File: src/ppsd_ram.sv
module ppsd_ram #(
    parameter int unsigned Width = 32,
    parameter int unsigned Depth = 64
) (
    input  logic                     i_clk,
    input  logic                     i_we,
    input  logic [$clog2(Depth)-1:0] i_waddr,
    input  logic [Width-1:0]         i_wdata,
    input  logic [$clog2(Depth)-1:0] i_raddr,
    output logic [Width-1:0]         o_rdata
);
    logic [Width-1:0] r_mem [Depth];
    logic [Width-1:0] r_rdata;

    always_ff @(posedge i_clk) begin
        if (i_we) begin
            r_mem[i_waddr] <= i_wdata;
        end
        r_rdata <= r_mem[i_raddr];
    end

    assign o_rdata = r_rdata;
endmodule

File: config.mk
export PLATFORM = sky130hd
export DESIGN_NAME = ppsd_ram
export DESIGN_NICKNAME = d
export VERILOG_FILES = /design/src/ppsd_ram.sv
export SDC_FILE = /design/constraint.sdc
export NUM_CORES = 2
export LEC_CHECK = 0
export ABC_AREA = 0
export BUFFER_PORTS_ARGS = -buffer_cell sky130_fd_sc_hd__buf_2
export CAP_MARGIN = 40
export CORE_MARGIN = 1
export CORE_UTILIZATION = 47
export CTS_BUF_LIST = sky130_fd_sc_hd__clkbuf_16
export CTS_CLUSTER_SIZE = 12
export DETAILED_ROUTE_END_ITERATION = 6
export PLACE_DENSITY = 0.72
export SYNTH_ARGS = -nofsm -noshare
export SYNTH_HDL_FRONTEND = slang
export SYNTH_SLANG_ARGS = --single-unit
export TNS_END_PERCENT = 1
File: constraint.sdc
create_clock -name i_clk -period 5.03 [get_ports i_clk]
set_clock_uncertainty 0.15 [all_clocks]
set_input_delay 1.2575 -clock i_clk [delete_from_list [all_inputs] [get_ports i_clk]]
set_output_delay 1.2575 -clock i_clk [all_outputs]
set_load 0.02 [all_outputs]
* Word-level counts from Yosys, hierarchy flattened *
Memory sizes are Yosys's and may differ from the RTL's. A register that Yosys moved wholly into a read port is not among the register bits.
Index checks and enable logic that the tools add are counted.

cells by class
  muxes and demuxes = 2

operator list
  kind               count
  two-way mux 1 bit  2

storage, ports and cells
  register bits = 0
  memory bits (writable) = 2,048
  output and inout bits = 32
  logic and storage cells = 3
  memories = 1

memories
  memory  words  bits a word  read ports  clocked after memory_dff  wr ports  line  RTL
  r_mem   64     32           1           1                         1         12    logic [Width-1:0] r_mem [Depth];

* Depth between registers and ports, before layout *
  depth in word-level cells = 2
  mapped depth = 10
  gate-level depth less buffers = 5

* Least setup slack after synthesis *
No wires, ideal clock.

  kind = input-to-reg
  from = input i_waddr[3]
  to = memory r_mem[48][0], enable pin
  library setup time = 0.461 ns
  arrival = 3.956 ns
  data required time = 4.419 ns
  setup slack = 0.463 ns
  stages on the path = 4
  buffers on the path = 1
  cell sequence = clkbuf_1 nor2b_1 nand4b_1 nor3_1

RTL lines
  what         line  RTL
  from (decl)  7     input logic [$clog2(Depth)-1:0] i_waddr,
  to (decl)    12

Straight into the memory's write port.

==> metrics.log <==
[metrics] run status: completed
[metrics] count of H-tree levels built during CTS: 4
[metrics] antenna violations before repair: 17
[metrics] Avg Synthesized Cell Area: 23.6 µm²
[metrics] maximum cell stage delay along the critical path: 700 ps
[metrics] core region area: 165000 µm²
[metrics] CTS tree: yes
[metrics] average wire per standard cell: 33.4 µm
[metrics] multiplexer fraction of the synthesized cell area: 16.8%
[metrics] fraction of the mapped netlist area in adder cells: 0%
[metrics] fraction of the mapped netlist area in simple logic gates: 1.27%
[metrics] library cell with the largest summed area after synthesis: sky130_fd_sc_hd__edfxtp_1
[metrics] GRT Total Usage: 23.8%
[metrics] WS Path Type: primary input to flip-flop
[metrics] latest clock arrival within the worst-skew pair: 830 ps
[metrics] Pwr per Cell Area: 389 nW/µm²
[metrics] cell with the biggest individual delay on the critical path: sky130_fd_sc_hd__o22ai_1
[metrics] fillers: 12000
[metrics] area growth from synthesis to layout: 13.5%
[metrics] signal arrival time at the worst endpoint: 4410 ps
[metrics] number of placement rows: 149
[metrics] total half-perimeter wirelength after legalization and detailed placement: 113 mm
[metrics] peak supply drop: 0.383 mV
[metrics] Ports: 78
[metrics] drt via density: 6.34
[metrics] Worst slew margin: 40.5%
[metrics] Post-CTS Hold Fix Bufs: 0
[metrics] share of the synthesized area in compound gates (AO/OA/AOI/OAI): 1.67%
[metrics] Final min period: 3890 ps
[metrics] RSZ-0062 raised after global routing: false
[metrics] Final nets: 3696
[metrics] largest fanout of any net on the critical path: 36
[metrics] ratio of cells with drive above 1 in the final layout: 30.0%
[metrics] Highest Clock Rate: 257 MHz
[metrics] Hold Crit Class: flip-flop to flip-flop
[metrics] clock sink total: 2080
[metrics] total length of routed wires: 200 mm
[metrics] final hold violations: 0
[metrics] die area: 169000 µm²
[metrics] Cell variety after synth: 34
[metrics] Startpoint Class: primary input
[metrics] fraction of synthesized cell area taken by the top area cell type: 78.3%
[metrics] Leak Pwr: 28.2 nW
[metrics] Seq/Total Area, Yosys: 79.1%
[metrics] DRC marker count from the first detailed-route iteration: 5490
[metrics] Vias: 37900
[metrics] routability congestion estimate from global placement: 0.855
[metrics] endpoints failing setup: 0
[metrics] post-CTS setup-driven buffer insertion count: 0
[metrics] initial core utilization: 47.5%
[metrics] Critical Path RT: 5550 ps
[metrics] endpoint type of the worst setup path: flip-flop
[metrics] clock-pin slew on the worst setup and hold paths: 60 ps
[metrics] max-capacitance violation count: 0
[metrics] final period utilization: 77.3%
[metrics] number of global-route vias before repair: 38200
[metrics] clock tree root driver cell: sky130_fd_sc_hd__clkbuf_16
[metrics] DRC violations left: 0
[metrics] final number of max-transition violations: 0
[metrics] number of nets produced by synthesis: 3370
[metrics] vertical die dimension: 411 µm
[metrics] residual overflow from global routing: 0
[metrics] residual antenna-violating net count after detailed routing: 0
[metrics] detailed-router iteration count before antenna repair: 5
[metrics] Crit path top cell by count: sky130_fd_sc_hd__mux4_2
[metrics] wire length of the first global-routing pass: 281 mm
[metrics] cts bufs inserted: 198
[metrics] quantity of gates resized following cts: 0
[metrics] ranking of synthesized cells by area: sky130_fd_sc_hd__edfxtp_1, sky130_fd_sc_hd__mux4_2, sky130_fd_sc_hd__mux2i_1, sky130_fd_sc_hd__dfxtp_1, sky130_fd_sc_hd__o22ai_1
[metrics] synthesized flop and latch total: 2080
[metrics] critical-path cell list: buf_8, buf_12, buf_4, mux4_2, mux4_2, o22ai_1, nor2_1
[metrics] pin count of the biggest net entering global routing: 69
[metrics] worst slew pin tran: 890 ps
[metrics] Mapped Cells: 3324
[metrics] Fin Setup TNS: 0 ps
[metrics] Synthesis Warnings: 0
[metrics] floorplan die width: 411 µm
[metrics] share of the core filled with cells in the final layout: 53.9%
[metrics] cell area after synthesis: 78500 µm²
[metrics] xor/xnor share of the synthesized area: 0%
[metrics] dominant combinational cell family by area after synthesis: multiplexers
[metrics] count of port buffers added during placement: 77
[metrics] Bufs on Longest Clock Path: 3
## power breakdown
part	switching, W	internal [W]
combinational	0.00121	0.000697
sequential	0.000100	0.0192
clock	0.00611	0.00737
total	0.00741	0.0273
## registers in the layout, indices dropped and copies added (netlist names)
name	flops
r_mem	2048
o_rdata	32
## placed cells by master (no fill, tap or decap), drive strengths merged, types with 12 or more instances in the layout
cell / Yosys / layout
o22ai: 84 / 84
nor2: 137 / 137
edfxtp: 2048 / 2048
mux4: 544 / 544
a21oi: 62 / 62
nor2b: 15 / 15
clkbuf: 74 / 205
nand2: 26 / 26
dfxtp: 32 / 32
clkinv: 0 / 19
mux2i: 93 / 93
buf: 108 / 308
a22oi: 12 / 12
inv: 0 / 116
o221ai: 27 / 27
## final cells by class
type | instances | area [µm²] | area share (%)
Tap cell | 2189 | 2740 | 3.07
Multi-Input combinational cell | 1062 | 16000 | 17.9
Clock inverter | 138 | 642 | 0.720
Clock buffer | 205 | 5130 | 5.75
Sequential cell | 2080 | 62100 | 69.7
Antenna cell | 3 | 7.51 | 0.00842
Timing Repair Buffer | 308 | 2530 | 2.84
## synth_stat cells
cell type / number
sky130_fd_sc_hd__nand2_1: 26
sky130_fd_sc_hd__clkbuf_1: 74
sky130_fd_sc_hd__or3b_1: 2
sky130_fd_sc_hd__or2_1: 1
sky130_fd_sc_hd__dfxtp_1: 32
sky130_fd_sc_hd__nand3b_1: 5
sky130_fd_sc_hd__a21oi_1: 62
sky130_fd_sc_hd__nor2b_1: 15
sky130_fd_sc_hd__and2_1: 2
sky130_fd_sc_hd__and3_1: 4
sky130_fd_sc_hd__nand4b_1: 1
sky130_fd_sc_hd__nor3_1: 7
sky130_fd_sc_hd__mux4_2: 544
sky130_fd_sc_hd__or2_0: 1
sky130_fd_sc_hd__mux2i_1: 93
sky130_fd_sc_hd__o32ai_1: 4
sky130_fd_sc_hd__buf_6: 5
sky130_fd_sc_hd__o221ai_1: 27
sky130_fd_sc_hd__a41o_1: 4
sky130_fd_sc_hd__nand2b_1: 8
sky130_fd_sc_hd__nand4_1: 2
sky130_fd_sc_hd__or2_2: 1
sky130_fd_sc_hd__nand3_1: 5
sky130_fd_sc_hd__a22oi_1: 12
sky130_fd_sc_hd__buf_1: 21
sky130_fd_sc_hd__o22ai_1: 84
sky130_fd_sc_hd__or3_1: 3
sky130_fd_sc_hd__or3b_2: 3
sky130_fd_sc_hd__a31oi_1: 1
sky130_fd_sc_hd__buf_2: 57
sky130_fd_sc_hd__buf_4: 25
sky130_fd_sc_hd__a311oi_1: 8
sky130_fd_sc_hd__nor2_1: 137
sky130_fd_sc_hd__edfxtp_1: 2048
## layer usage
layer	global-route usage, %	vias up	routed length (µm)
li1	-	14900	-
met1	32.5	20100	73300
met2	36.7	2559	94300
met3	7.04	362	25400
met4	8.25	10	6730
met5	0	-	55
## worst paths after layout
| check | from | end | slack (ps) | depth (start not counted) |
|---|---|---|---|---|
| max | i_raddr[0] | o_rdata[24]$_DFF_P_ | 1140 | 7 |
| min | r_mem[28][20]$_DFFE_PP_ | o_rdata[20]$_DFF_P_ | 650 | 4 |
| max reg2reg | r_mem[20][24]$_DFFE_PP_ | o_rdata[24]$_DFF_P_ | 2500 | 4 |
| min reg2reg | r_mem[28][20]$_DFFE_PP_ | o_rdata[20]$_DFF_P_ | 650 | 4 |
## critical path, delay by kind of cell
family	cells	cell delay (ps)
buf+inv	3	1060
simple gates	1	120
mux	2	1080
compound gates	1	700
## metrics by stage
stage / setup WS (ps) / instance area [µm²] / hold WS, ps / power (W) / cells
floorplan: 463 / 78500 / 513 / 0.0206 / 3324
global placement: 201 / 83200 / 642 / 0.0215 / 5629
detailed placement: 210 / 83300 / 642 / 0.0215 / 5634
CTS: 1090 / 89100 / 659 / 0.0348 / 5977
global route: 1080 / 89100 / 699 / 0.0355 / 5982
finish: 1140 / 89200 / 649 / 0.0347 / 5985
## logic make-up after synthesis
group | count (synthesis)
AOI/OAI and AO/OA | 202
buffers and inverters | 182
DFF | 2080
muxes | 637
and+or+nand+nor | 223
No activity file was read; power rests on OpenSTA's default activity.
