[src/ppsd_pkg.sv]
package ppsd_pkg;

    localparam int unsigned MaxVerticesDefault = 64;
    localparam int unsigned CoordW = 16;
    localparam int unsigned DistW = 34;
    localparam int unsigned DiffW = 17;
    localparam int unsigned ProdW = 34;
    localparam int unsigned DotW = 35;

    localparam logic [DistW-1:0] DistAllOnes = '1;

    typedef enum logic [1:0] {
        CMD_CLEAR  = 2'd0,
        CMD_APPEND = 2'd1,
        CMD_QUERY  = 2'd2,
        CMD_NONE   = 2'd3
    } t_cmd;

    typedef enum logic [3:0] {
        S_IDLE,
        S_RD0,
        S_RD1,
        S_LOAD,
        S_MUL1,
        S_MUL2,
        S_SUM,
        S_START,
        S_DIV,
        S_FIN,
        S_NEXT,
        S_OUT
    } t_state;

    typedef struct packed {
        logic best_init;
        logic load_a;
        logic load_b;
        logic mul1;
        logic mul2;
        logic sum;
        logic div_start;
        logic div_step;
        logic finish;
        logic shift_seg;
        logic out_load;
    } t_dp_cmd;

    typedef struct packed {
        logic div_done;
    } t_dp_stat;

endpackage

[src/ppsd_ctrl.sv]
module ppsd_ctrl #(
    parameter int unsigned MaxVertices = ppsd_pkg::MaxVerticesDefault
) (
    input  logic                               i_clk,
    input  logic                               i_rst_n,
    input  logic                               i_valid,
    output logic                               o_ready,
    input  logic [1:0]                         i_cmd,
    output logic                               o_store,
    output logic [$clog2(MaxVertices)-1:0]     o_raddr,
    output logic [$clog2(MaxVertices)-1:0]     o_waddr,
    output logic                               o_qload,
    output ppsd_pkg::t_dp_cmd                  o_dp,
    input  ppsd_pkg::t_dp_stat                 i_stat,
    output logic                               o_valid,
    input  logic                               i_ready,
    output logic                               o_no_seg
);
    import ppsd_pkg::*;

    localparam int unsigned AddrW = $clog2(MaxVertices);
    localparam int unsigned CntW = $clog2(MaxVertices + 1);
    localparam logic [CntW-1:0] Full = CntW'(MaxVertices);

    t_state r_state, n_state;
    logic [CntW-1:0] r_count, n_count;
    logic [CntW-1:0] r_idx, n_idx;
    logic r_valid, n_valid, r_noseg, n_noseg;
    logic acc;

    assign o_ready = (r_state == S_IDLE);
    assign acc = i_valid && o_ready;

    always_ff @(posedge i_clk) begin
        if (!i_rst_n) begin
            r_state <= S_IDLE;
            r_count <= '0;
            r_idx   <= '0;
            r_valid <= 1'b0;
            r_noseg <= 1'b0;
        end else begin
            r_state <= n_state;
            r_count <= n_count;
            r_idx   <= n_idx;
            r_valid <= n_valid;
            r_noseg <= n_noseg;
        end
    end

    always_comb begin
        n_state = r_state;
        n_count = r_count;
        n_idx = r_idx;
        n_valid = r_valid;
        n_noseg = r_noseg;
        if (r_valid && i_ready) begin
            n_valid = 1'b0;
        end
        unique case (r_state)
            S_IDLE: begin
                if (acc) begin
                    unique case (t_cmd'(i_cmd))
                        CMD_CLEAR: n_count = '0;
                        CMD_APPEND: begin
                            if (r_count != Full) begin
                                n_count = r_count + 1'b1;
                            end
                        end
                        CMD_QUERY: begin
                            if (r_count < CntW'(2)) begin
                                n_state = S_OUT;
                            end else begin
                                n_idx = '0;
                                n_state = S_RD0;
                            end
                        end
                        default: ;
                    endcase
                end
            end
            S_RD0: n_state = S_RD1;
            S_RD1: begin
                n_idx = CntW'(1);
                n_state = S_LOAD;
            end
            S_LOAD: n_state = S_MUL1;
            S_MUL1: n_state = S_MUL2;
            S_MUL2: n_state = S_SUM;
            S_SUM: n_state = S_START;
            S_START: n_state = S_DIV;
            S_DIV: begin
                if (i_stat.div_done) begin
                    n_state = S_FIN;
                end
            end
            S_FIN: begin
                if (r_idx + 1'b1 == r_count) begin
                    n_state = S_OUT;
                end else begin
                    n_idx = r_idx + 1'b1;
                    n_state = S_NEXT;
                end
            end
            S_NEXT: n_state = S_LOAD;
            S_OUT: begin
                if (!r_valid || i_ready) begin
                    n_valid = 1'b1;
                    n_noseg = (r_count < CntW'(2));
                    n_state = S_IDLE;
                end
            end
            default: n_state = S_IDLE;
        endcase
    end

    always_comb begin
        o_dp = '0;
        o_raddr = r_idx[AddrW-1:0];
        unique case (r_state)
            S_IDLE:  o_dp.best_init = 1'b1;
            S_RD1:   o_raddr = AddrW'(1);
            S_LOAD:  o_dp.load_b = 1'b1;
            S_MUL1:  o_dp.mul1 = 1'b1;
            S_MUL2:  o_dp.mul2 = 1'b1;
            S_SUM:   o_dp.sum = 1'b1;
            S_START: o_dp.div_start = 1'b1;
            S_DIV: begin
                if (i_stat.div_done) begin
                    o_dp.finish = 1'b1;
                end else begin
                    o_dp.div_step = 1'b1;
                end
            end
            S_FIN:   o_dp.shift_seg = 1'b1;
            S_OUT:   o_dp.out_load = !r_valid || i_ready;
            default: ;
        endcase
        if (r_state == S_RD1) begin
            o_dp.load_a = 1'b1;
        end
    end

    assign o_store = acc && (t_cmd'(i_cmd) == CMD_APPEND) && (r_count != Full);
    assign o_waddr = r_count[AddrW-1:0];
    assign o_qload = acc;
    assign o_valid = r_valid;
    assign o_no_seg = r_noseg;
endmodule

[config.mk]
export PLATFORM = sky130hd
export DESIGN_NAME = ppsd_ctrl
export DESIGN_NICKNAME = d
export VERILOG_FILES = /design/src/ppsd_pkg.sv /design/src/ppsd_ctrl.sv
export SDC_FILE = /design/constraint.sdc
export NUM_CORES = 1
export LEC_CHECK = 0
export ABC_AREA = 1
export BUFFER_PORTS_ARGS = -buffer_cell sky130_fd_sc_hd__clkbuf_2
export CAP_MARGIN = 25
export CORE_ASPECT_RATIO = 1.2
export CORE_MARGIN = 3
export CORE_UTILIZATION = 50
export CTS_BUF_LIST = sky130_fd_sc_hd__clkbuf_16
export DETAILED_ROUTE_END_ITERATION = 10
export PLACE_DENSITY = 0.83
export RECOVER_POWER = 25
export SLEW_MARGIN = 25
export SYNTH_ARGS = -nofsm -noshare
export SYNTH_HDL_FRONTEND = slang
export SYNTH_SLANG_ARGS = --single-unit
[constraint.sdc]
create_clock -name i_clk -period 2.1 [get_ports i_clk]
set_clock_uncertainty 0.15 [all_clocks]
set_input_delay 0.105 -clock i_clk [delete_from_list [all_inputs] [get_ports i_clk]]
set_output_delay 0.105 -clock i_clk [all_outputs]
set_load 0.03 [all_outputs]
After elaboration in Yosys (flattened, before gate mapping)
Cells that the tools add are included.

operators by class
  equality and inequality tests = 22
  $lt $le $gt $ge = 1
  mux-type cells = 30
  add/sub/neg operators = 2
  reductions and logical operators = 15

operators with widths
  kind                   number
  $pmux W4 S11           1
  $mux W7                5
  $pmux W7 S3            1
  $mux W4                5
  $eq A4 B3 Y1 const B   4
  $eq A4 B4 Y1 const B   4
  $mux W1                15
  $add A7 B1 Y7 const B  2
  $pmux W7 S2            1
  $ne A2 B2 Y1 const B   5
  $eq A4 B2 Y1 const B   2
  $reduce_and A4 Y1      2
  $eq A7 B7 Y1           1
  $lt A7 B2 Y1 const B   1
  $ne A7 B7 Y1 const B   1
  $mux W6                1
  $reduce_and A5 Y1      1
  $eq A4 B1 Y1 const B   1
  $logic_and A1 B1 Y1    4
  $logic_not A4 Y1       1
  $ne A2 B1 Y1 const B   2
  $reduce_bool A3 Y1     1
  $eq A2 B1 Y1 const B   1
  $eq A2 B2 Y1 const B   1
  other kinds (7)        7

word-level totals
  bits in registers = 20
  bits of input ports = 7
  output and inout port bits = 28
  logic and storage cells = 75

Depth between registers and ports, before layout
Gate-level depths: netlist of run 1.

  depth after elaboration = 5
  depth in mapped cells = 13
  depth with buffers taken out = 13

Worst setup path before layout of run 1
OpenSTA, ideal clock, no wires.

  path kind = flip-flop to flip-flop
  start = register r_state[0]
  end = register r_noseg, in the netlist o_no_seg
  stages on the path, launching flop included = 5
  arrival = 1,555 ps
  setup time = 71 ps
  required time = 1,879 ps
  period minus slack after synthesis = 1,776 ps
  slack = 324 ps
  buffers on the path = 0
  cell sequence = dfxtp_1 -> nand2_1 -> nor3_1 -> o21ai_0 -> a21oi_1

between the ends
  word-level cells in the longest chain between the ends = 2

RTL lines
  what                                RTL line         RTL
  from (decl)                         ppsd_ctrl.sv:25  t_state r_state, n_state;
  from (signal assigned)              ppsd_ctrl.sv:42  r_state <= n_state;
  $eq A4 B4 Y1                        ppsd_ctrl.sv:59  unique case (r_state)
  $reduce_and A2 Y1 (no source line)  n/a
  to (signal assigned)                ppsd_ctrl.sv:46  r_noseg <= n_noseg;
  to (decl)                           ppsd_ctrl.sv:28  logic r_valid, n_valid, r_noseg, n_noseg;

Every way passes these cells.
A chain may end at the register's enable or synchronous reset.

Worst setup path in the final report of run 1
  start = register r_idx[1]
  end = register r_idx[0]

between the ends
  word-level cells in the longest chain between the ends = 4

RTL lines
  what                                RTL line         RTL
  from (decl)                         ppsd_ctrl.sv:27  logic [CntW-1:0] r_idx, n_idx;
  from (signal assigned)              ppsd_ctrl.sv:44  r_idx <= n_idx;
  $add A7 B1 Y7                       ppsd_ctrl.sv:97  if (r_idx + 1'b1 == r_count) begin
  $eq A7 B7 Y1                        ppsd_ctrl.sv:97
  $ne A2 B2 Y1 (no source line)       n/a
  $reduce_and A5 Y1 (no source line)  n/a

Every way passes these cells.

==> summary by stage, run 1 <==
Yosys
Of the post-synthesis cell area, the dominant cell type holds 0.275. The cell accounting for the most synthesized area is sky130_fd_sc_hd__dfxtp_1. Of the synthesized area, sequential elements account for 0.275. When the netlist entered floorplanning its net count stood at approximately 240. Synthesis instantiated 28 different standard cells from the library.

Synthesis produced 233 cells. The register bit total from synthesis is 20. Yosys attributes the largest share of cell area to sky130_fd_sc_hd__dfxtp_1 (28%), sky130_fd_sc_hd__nand2_1 (13%), sky130_fd_sc_hd__nor2_1 (10%). The synthesized area divided by synthesized cell count is about 6.2 um2. The mapped netlist covers 0.00146 mm2.

The count of yosys warnings during synthesis is 0.

Critical path
In this run the worst path has a maximum fanout of 9. The signal arrival time at the worst endpoint is slightly below 2 ns. The critical path class is flip-flop to flip-flop. The origin of the critical flop-to-flop path is r_idx[1]. Data on the critical path is required at its endpoint by 2.12 ns.

The slowest library cell on the worst path is sky130_fd_sc_hd__dfxtp_1. The cell repeated most along the worst path is sky130_fd_sc_hd__nand2_1. The endpoint type of the worst setup path is a flip-flop. The endpoint of the worst-slack reg-to-reg timing path is r_idx[0].

For this run, the slowest stage of the critical path takes 0.40 ns. In this run the register-to-register setup slack is between 0.15 and 0.2 ns. Walking the worst path, the cells encountered are ha_1, nand2_2, nor2_2, nand2_1, nand2_1, nand2_1, nand2_1, nand2_2, nor2_4, nand2_4, nand2_4, nand2_1, a21oi_1. The type of origin of the critical path is a flip-flop. Measured in cells, the most critical reg-to-reg path has a length of 13.

Placement
The count of buffers added on input and output ports is 34. The post-detailed-placement half-perimeter wirelength is roughly 2.8 mm. The congestion estimate from routability-driven global placement came to 0.930. Once placement finished, the instance area stood at 0.00162 mm2.

Drt
In the routed design, unresolved DRC markers number 0. In this run, the number of DRC markers left after iteration 0 of detailed routing was 80. Once detail routing completed, the nets flagged for antenna violations numbered 0.

The number of vias per cell is around 5.1. The number of iterations in the first detailed-routing pass is 4. The number of vias in the routed layout is approximately 1500. The per-cell routed wire length is 11.9 um. The final layout contains routed wiring with a total length of approximately 3.5 mm.

Min path
The path with the worst hold slack has its endpoint at o_valid. The worst hold path was traced through 4 stages. The launch point of the worst hold path is i_ready. The kind of path behind the tightest hold check is primary input to flip-flop.

STA
The tightest slew margin relative to the limit is 0.624. For the pin with the worst max-slew slack, the measured transition is 0.564 ns. The max-slew violation count is 0. The highest clock rate is 514 MHz.

The total negative slack for setup checks is 0 ns. Setup violations remaining at the end of the flow were counted as 0. The final count of hold timing violations is 0. The final cycle utilization of the critical path is 0.926.

After layout, the minimum clock period comes to slightly below 2 ns. Setup repair after global routing left no endpoint under its margin.

Global route
The global-route wire length before repair is 6.04 mm. Summed over all layers, the global routing overflow is 0. The maximum number of pins on one net before global-route repair is 17. The initial antenna violation count came to 0. The number of global-route vias before repair is 1405. In the global route stage, overall resource usage came out at 0.208.

Die
Measured along the y axis, the die boundary spans 65.1 um. In this run the horizontal extent of the chip is 55.2 um. The area inside the core boundary is 0.00265 mm2. The initial utilization of the core area, before any placement, comes to 0.549.

The top-level port count is 35. The row count is 20. The die covers 0.00360 mm2.

Run status
The run finished with clean final reports.

Cells and area
The number of filler cells placed in the layout is 275. The layout net count is 276. Of the cells placed in the final design, the portion with a size suffix greater than 1 is 0.182. The number of antenna cells inserted is 0. The post-layout instance area is 0.00169 mm2. The area growth from synthesis to layout is 16.2%.

Power
The switching portion of total power is 0.468. The analysis attributes to net switching a power of 797 uW. The portion of total power attributed to sequential cells is 0.273. The leakage power total is 0.000732 uW. The share of total power dissipated in combinational logic is 0.499. The relative contribution of the clock network to total power is 0.228. The worst-case IR drop observed on VDD is a little under 0.0008 V. The design internal power is 907 uW.

For this design the ratio of total power to cell area is 1010 mW/mm2.

Clocking
Counting the buffers created by CTS gives 3. TritonCTS built the clock tree. Clock tree synthesis found a total of 20 sinks. The later pin in the worst-skew pair is clocked with a latency of around 0.25 ns.

The clock tree root buffer cell is sky130_fd_sc_hd__clkbuf_16. After clock tree synthesis, the clock-pin slew on the worst setup and hold paths is 0.05 ns. In this run the number of H-tree levels came out at 1.

The buffer levels on the longest clock path is 2.

Flow run
The count of maximum capacitance violations is 0.
[routing by layer]
layer	track usage	vias up	share of wire
met2	0.354	43	0.47
li1	-	790	-
met4	0.106	0	0.037
met3	0.0314	13	0.043
met5	0	-	0
met1	0.253	679	0.45
[cells in the mapped netlist]
master,number
sky130_fd_sc_hd__nor2_4,3
sky130_fd_sc_hd__nor2_2,2
sky130_fd_sc_hd__nand2_4,2
sky130_fd_sc_hd__o21ai_1,6
sky130_fd_sc_hd__buf_4,7
sky130_fd_sc_hd__dfxtp_1,20
sky130_fd_sc_hd__ha_1,3
sky130_fd_sc_hd__nand3_1,17
sky130_fd_sc_hd__inv_1,38
sky130_fd_sc_hd__a21oi_1,15
sky130_fd_sc_hd__nand4_1,2
sky130_fd_sc_hd__nor3_4,1
sky130_fd_sc_hd__o31ai_1,1
sky130_fd_sc_hd__a21oi_2,4
sky130_fd_sc_hd__nor3_2,2
sky130_fd_sc_hd__nor2_1,39
sky130_fd_sc_hd__inv_2,1
sky130_fd_sc_hd__nand2_2,4
sky130_fd_sc_hd__a31oi_1,1
sky130_fd_sc_hd__nand3_4,1
sky130_fd_sc_hd__o211a_1,1
sky130_fd_sc_hd__buf_1,1
sky130_fd_sc_hd__xor2_1,1
sky130_fd_sc_hd__a211oi_1,2
sky130_fd_sc_hd__nand2_1,49
sky130_fd_sc_hd__o21ai_0,5
sky130_fd_sc_hd__nor4_1,1
sky130_fd_sc_hd__nor3_1,4
[cells by family (layout without fill, tap and decap cells)]
group,Yosys count,in the layout,synth area share
DFF,20,20,0.275
adders and majority gates,3,3,0.0258
buffers and inverters,47,78,0.139
AOI/OAI and AO/OA,35,35,0.140
xor gates and xnor gates,1,1,0.00602
and+or+nand+nor,127,127,0.414
[final cells by class]
class	instances	area [um2]	share of cell area
Clock buffer	3	75.1	0.0444
Timing Repair Buffer	36	174	0.103
Tap cell	33	41.3	0.0244
Inverter	39	146	0.0866
Sequential cell	20	402	0.238
Multi-Input combinational cell	166	852	0.504
[cell usage in the layout (no fill, tap or decap), drive strengths merged]
cell         count
dlygate4sd3      1
buf              1
nor3             7
a31oi            1
nand3           18
o211a            1
a211oi           2
ha               3
nand4            2
dfxtp           20
inv             39
o31ai            1
o21ai           11
xor2             1
nand2           55
a21oi           19
nor2            44
nor4             1
clkbuf          37
[sequential cells by signal, indices dropped and copies added (netlist names)]
name      cells
o_no_seg      1
o_valid       1
r_state       4
r_idx         7
r_count       7
[power by group through the flow]
| stage | registers, uW | clock network [uW] | logic [uW] |
|---|---|---|---|
| final | 465 | 389 | 850 |
| after global routing | 470 | 412 | 942 |
| after CTS | 463 | 399 | 854 |
| after detailed placement | 471 | 0 | 849 |
| after global placement | 470 | 0 | 841 |
| after floorplan | 464 | 0 | 688 |
[stage by stage]
step / util / hold WS (ns) / power, uW / setup WS, ns / std cells
global route: 0.637 / 0.0540 / 1820 / 0.0113 / 297
detailed placement: 0.610 / 0.206 / 1320 / 0.206 / 293
floorplan: - / 0.0934 / 1150 / 0.324 / 233
global placement: 0.610 / 0.199 / 1310 / 0.286 / 293
finish: 0.637 / 0.0204 / 1700 / 0.155 / 297
CTS: 0.642 / 0.0191 / 1720 / 0.177 / 297
[worst max-delay path by stage]
stage	start	end	slack (ns)	cells after the start
finish	r_idx[1]	r_idx[0]	0.16	13
global route	r_idx[1]	r_idx[2]	0.01	13
CTS	r_idx[0]	r_idx[0]	0.18	13
detailed placement	r_idx[0]	r_idx[4]	0.21	13
global placement	r_idx[0]	r_idx[2]	0.29	13
floorplan	r_state[0]	o_no_seg	0.32	4
[critical path, delay by kind of cell (launching register included)]
family                   cells  cell delay [ns]
AO/OA/AOI/OAI                1             0.13
AND/OR/NAND/NOR             11             0.98
adder cells (fa/ha/maj)      1             0.21
flip-flops                   1             0.40
[repair_timing]
| item | CTS | global route |
|---|---|---|
| endpoints found under the hold margin | 1 | 0 |
| buffers inserted | 0 | 0 |
| gates resized for setup | 0 | 1 |
| hold buffers | 1 | 0 |
| endpoints found under the setup margin | 0 | 1 |
Power figures use the tool's default switching activity.
==> run 2, diff against run 1 <==
clock period = 2.2 ns   (was 2.1 ns; I/O delays follow)
==> run 2 against run 1 <==
Net effect:
- clock-buffer cell count is the same
- combinational power is 5.9% lower
- cell count stayed put
- highest routed layer unchanged
- global-route usage down 0.27 points
- power down 4.7%
- design area fell by 0.30%
- sequential power decreased by 4.9%
==> summary by stage, run 2 (same netlist as run 1, synthesis figures left out) <==
Global route
The number of global-route vias before repair was 1411 (+0.43%). The global-route congestion overflow total is 0 (unchanged). The global-route wire length before repair is 6.02 mm (-0.35%). The overall global routing resource usage came to 0.205 (-0.00274). The maximum number of pins on one net before global-route repair is 17 (unchanged). The initial antenna violation count is 0 (unchanged).

Min path
The kind of path behind the tightest hold check is primary input to flip-flop.

Power
The power per cell area came to 963 mW/mm2 (-4.4%). The leakage power total is 0.000734 uW (+0.26%). The maximum resistive drop on vdd is 0.000845 V (+7.6%).

Drt
The number of vias per cell was 5.10 (-0.72%). The number of vias in the routed layout is 1514 (-0.72%). The number of iterations in the first detailed-routing pass is 4 (unchanged). The number of design-rule violations left by the first detailed-router iteration is 80 (unchanged). The post-detailed-routing wire length is 3.49 mm (-0.88%).

The detailed-route DRC error count came to 0 (unchanged). The post-route antenna net violation count was 0 (unchanged). The per-cell routed wire length is 11.8 um (-0.88%).

STA
Setup repair after global routing left no endpoint under its margin. The total negative slack for setup checks was 0 ns (unchanged). The final cycle utilization of the critical path was 0.891 (-0.0346). The highest clock rate is 510 MHz (-0.84%). The max-slew violation count is 0 (unchanged). The slew at the pin closest to its max-slew limit is 0.553 ns (-0.0107 ns). The tightest slew margin relative to the limit is 0.631 (+0.00716). The time the worst path needs with I/O delays and setup came to 1.96 ns (+0.0166 ns). The final worst-path setup slack is 0.239 ns (+0.0834 ns).

The final count of hold timing violations came to 0 (unchanged). The final setup violation count is 0 (unchanged).

Clocking
The buffer levels on the longest clock path was 2 (unchanged). The TritonCTS buffer count came to 3 (unchanged). The post-cts repair resize count was 0 (unchanged). The clock tree root buffer cell is sky130_fd_sc_hd__clkbuf_16. The clock latency reported for the late side of the worst-skew pair came to 0.25 ns (about the same). The clock sink count is 20 (unchanged). The TritonCTS clock tree is done. The maximum level of the CTS H-tree is 1 (unchanged). The clock edge transition at the registers on the reported setup and hold paths is 0.06 ns (about the same).

Placement
The global placement routability congestion was 0.920 (-1.0%). The post-detailed-placement half-perimeter wirelength is 2.76 mm (+0.25%). The pre-CTS setup slack is 0.273 ns (+0.0679 ns). The number of port buffers is 34 (unchanged).

Die
The top-level port count came to 35 (unchanged). The area of the die was 0.00360 mm2 (unchanged). The row count is 20 (unchanged). The chip width is 55.2 um (unchanged).

The initial core utilization is 0.549 (unchanged). The area inside the core boundary is 0.00265 mm2 (unchanged). The vertical extent of the die was 65.1 um (unchanged).

Critical path
The critical path class is flip-flop to flip-flop. The type of origin of the critical path is a flip-flop. The data required time at the worst endpoint is 2.22 ns (+0.10 ns). The maximum fanout along the worst path is 9 (unchanged). The endpoint type of the worst setup path is a flip-flop. The signal arrival time at the worst endpoint was 1.99 ns (+0.03 ns).

Flow run
The count of maximum capacitance violations is 0 (unchanged).

Cells and area
The number of filler cells placed in the layout is 281 (+2.2%). The largest registers in the layout are r_count (7), r_idx (7), r_state (4). In the layout the commonest cells are sky130_fd_sc_hd__nand2_1 (50), sky130_fd_sc_hd__nor2_1 (39), sky130_fd_sc_hd__inv_1 (38). The area growth from synthesis to layout is 15.8%.

Leaving out fill and tap cells, the most frequent cell in the layout is sky130_fd_sc_hd__nand2_1. The layout net count is 275 (-0.36%). The number of antenna cells inserted is 0 (unchanged).

The layout cell share with drive strength beyond 1 is 0.178 (-0.00379).

Run status
The flow ran to the end, and the final reports show no timing, DRC or antenna violations.
## run 2: worst max-delay path, stage by stage (launching register included)
cell and delay (ns):
sky130_fd_sc_hd__dfxtp_1 0.41, sky130_fd_sc_hd__ha_1 0.21, sky130_fd_sc_hd__nand2_2 0.10, sky130_fd_sc_hd__nor2_2 0.16, sky130_fd_sc_hd__nand2_1 0.06, sky130_fd_sc_hd__nand2_1 0.07
sky130_fd_sc_hd__nand2_1 0.07, sky130_fd_sc_hd__nand2_1 0.07, sky130_fd_sc_hd__nand2_2 0.06, sky130_fd_sc_hd__nor2_4 0.11, sky130_fd_sc_hd__nand2_4 0.09, sky130_fd_sc_hd__nand2_4 0.10
sky130_fd_sc_hd__nand2_1 0.06, sky130_fd_sc_hd__a21oi_1 0.14
## run 2: power by group
part / internal [uW] / switching, uW
combinational: 213 / 587
clock: 242 / 139
sequential: 401 / 41.0
## run 2: path summary, 6_finish.rpt
check / depth (start not counted) / startpoint / end / slack (ns)
setup / recovery: 13 / r_idx[0] / r_idx[2] / 0.24
hold / removal: 4 / i_ready / o_valid / 0.02
setup reg to reg: 13 / r_idx[0] / r_idx[2] / 0.24
hold reg to reg: 2 / r_idx[6] / r_idx[6] / 0.35
## run 2: stage by stage
| step | utilization | instances | hold slack (ns) | area [um2] | power [uW] |
|---|---|---|---|---|---|
| 2_1_floorplan | - | 233 | 0.0984 | 1460 | 1100 |
| 3_3_place_gp | 0.607 | 292 | 0.204 | 1610 | 1240 |
| 3_5_place_dp | 0.607 | 292 | 0.206 | 1610 | 1250 |
| 4_1_cts | 0.641 | 297 | 0.0234 | 1700 | 1630 |
| 5_1_grt | 0.635 | 297 | 0.0603 | 1690 | 1740 |
| 6_report | 0.635 | 297 | 0.0219 | 1690 | 1620 |
## run 2: what timing repair did
action / in CTS / in global routing
buffers inserted: 0 / 0
endpoints found under the hold margin: 1 / 0
hold buffers: 1 / 0
## run 2: metal layers
layer  vias up  GRT usage  wire, um  share of wire
met5         -          0         0              0
met3         5     0.0334       152          0.044
met1       670      0.253      1570           0.45
met4         0     0.0973        53          0.015
li1        794          -         -              -
met2        45      0.348      1720           0.49
## run 2: cell type report
type	instances	area (um2)	area share
Timing Repair Buffer	35	169	0.100
Clock buffer	3	75.1	0.0445
Tap cell	33	41.3	0.0245
Inverter	39	146	0.0869
Sequential cell	20	400	0.238
Multi-Input combinational cell	166	850	0.504
Clock inverter	1	3.75	0.00223
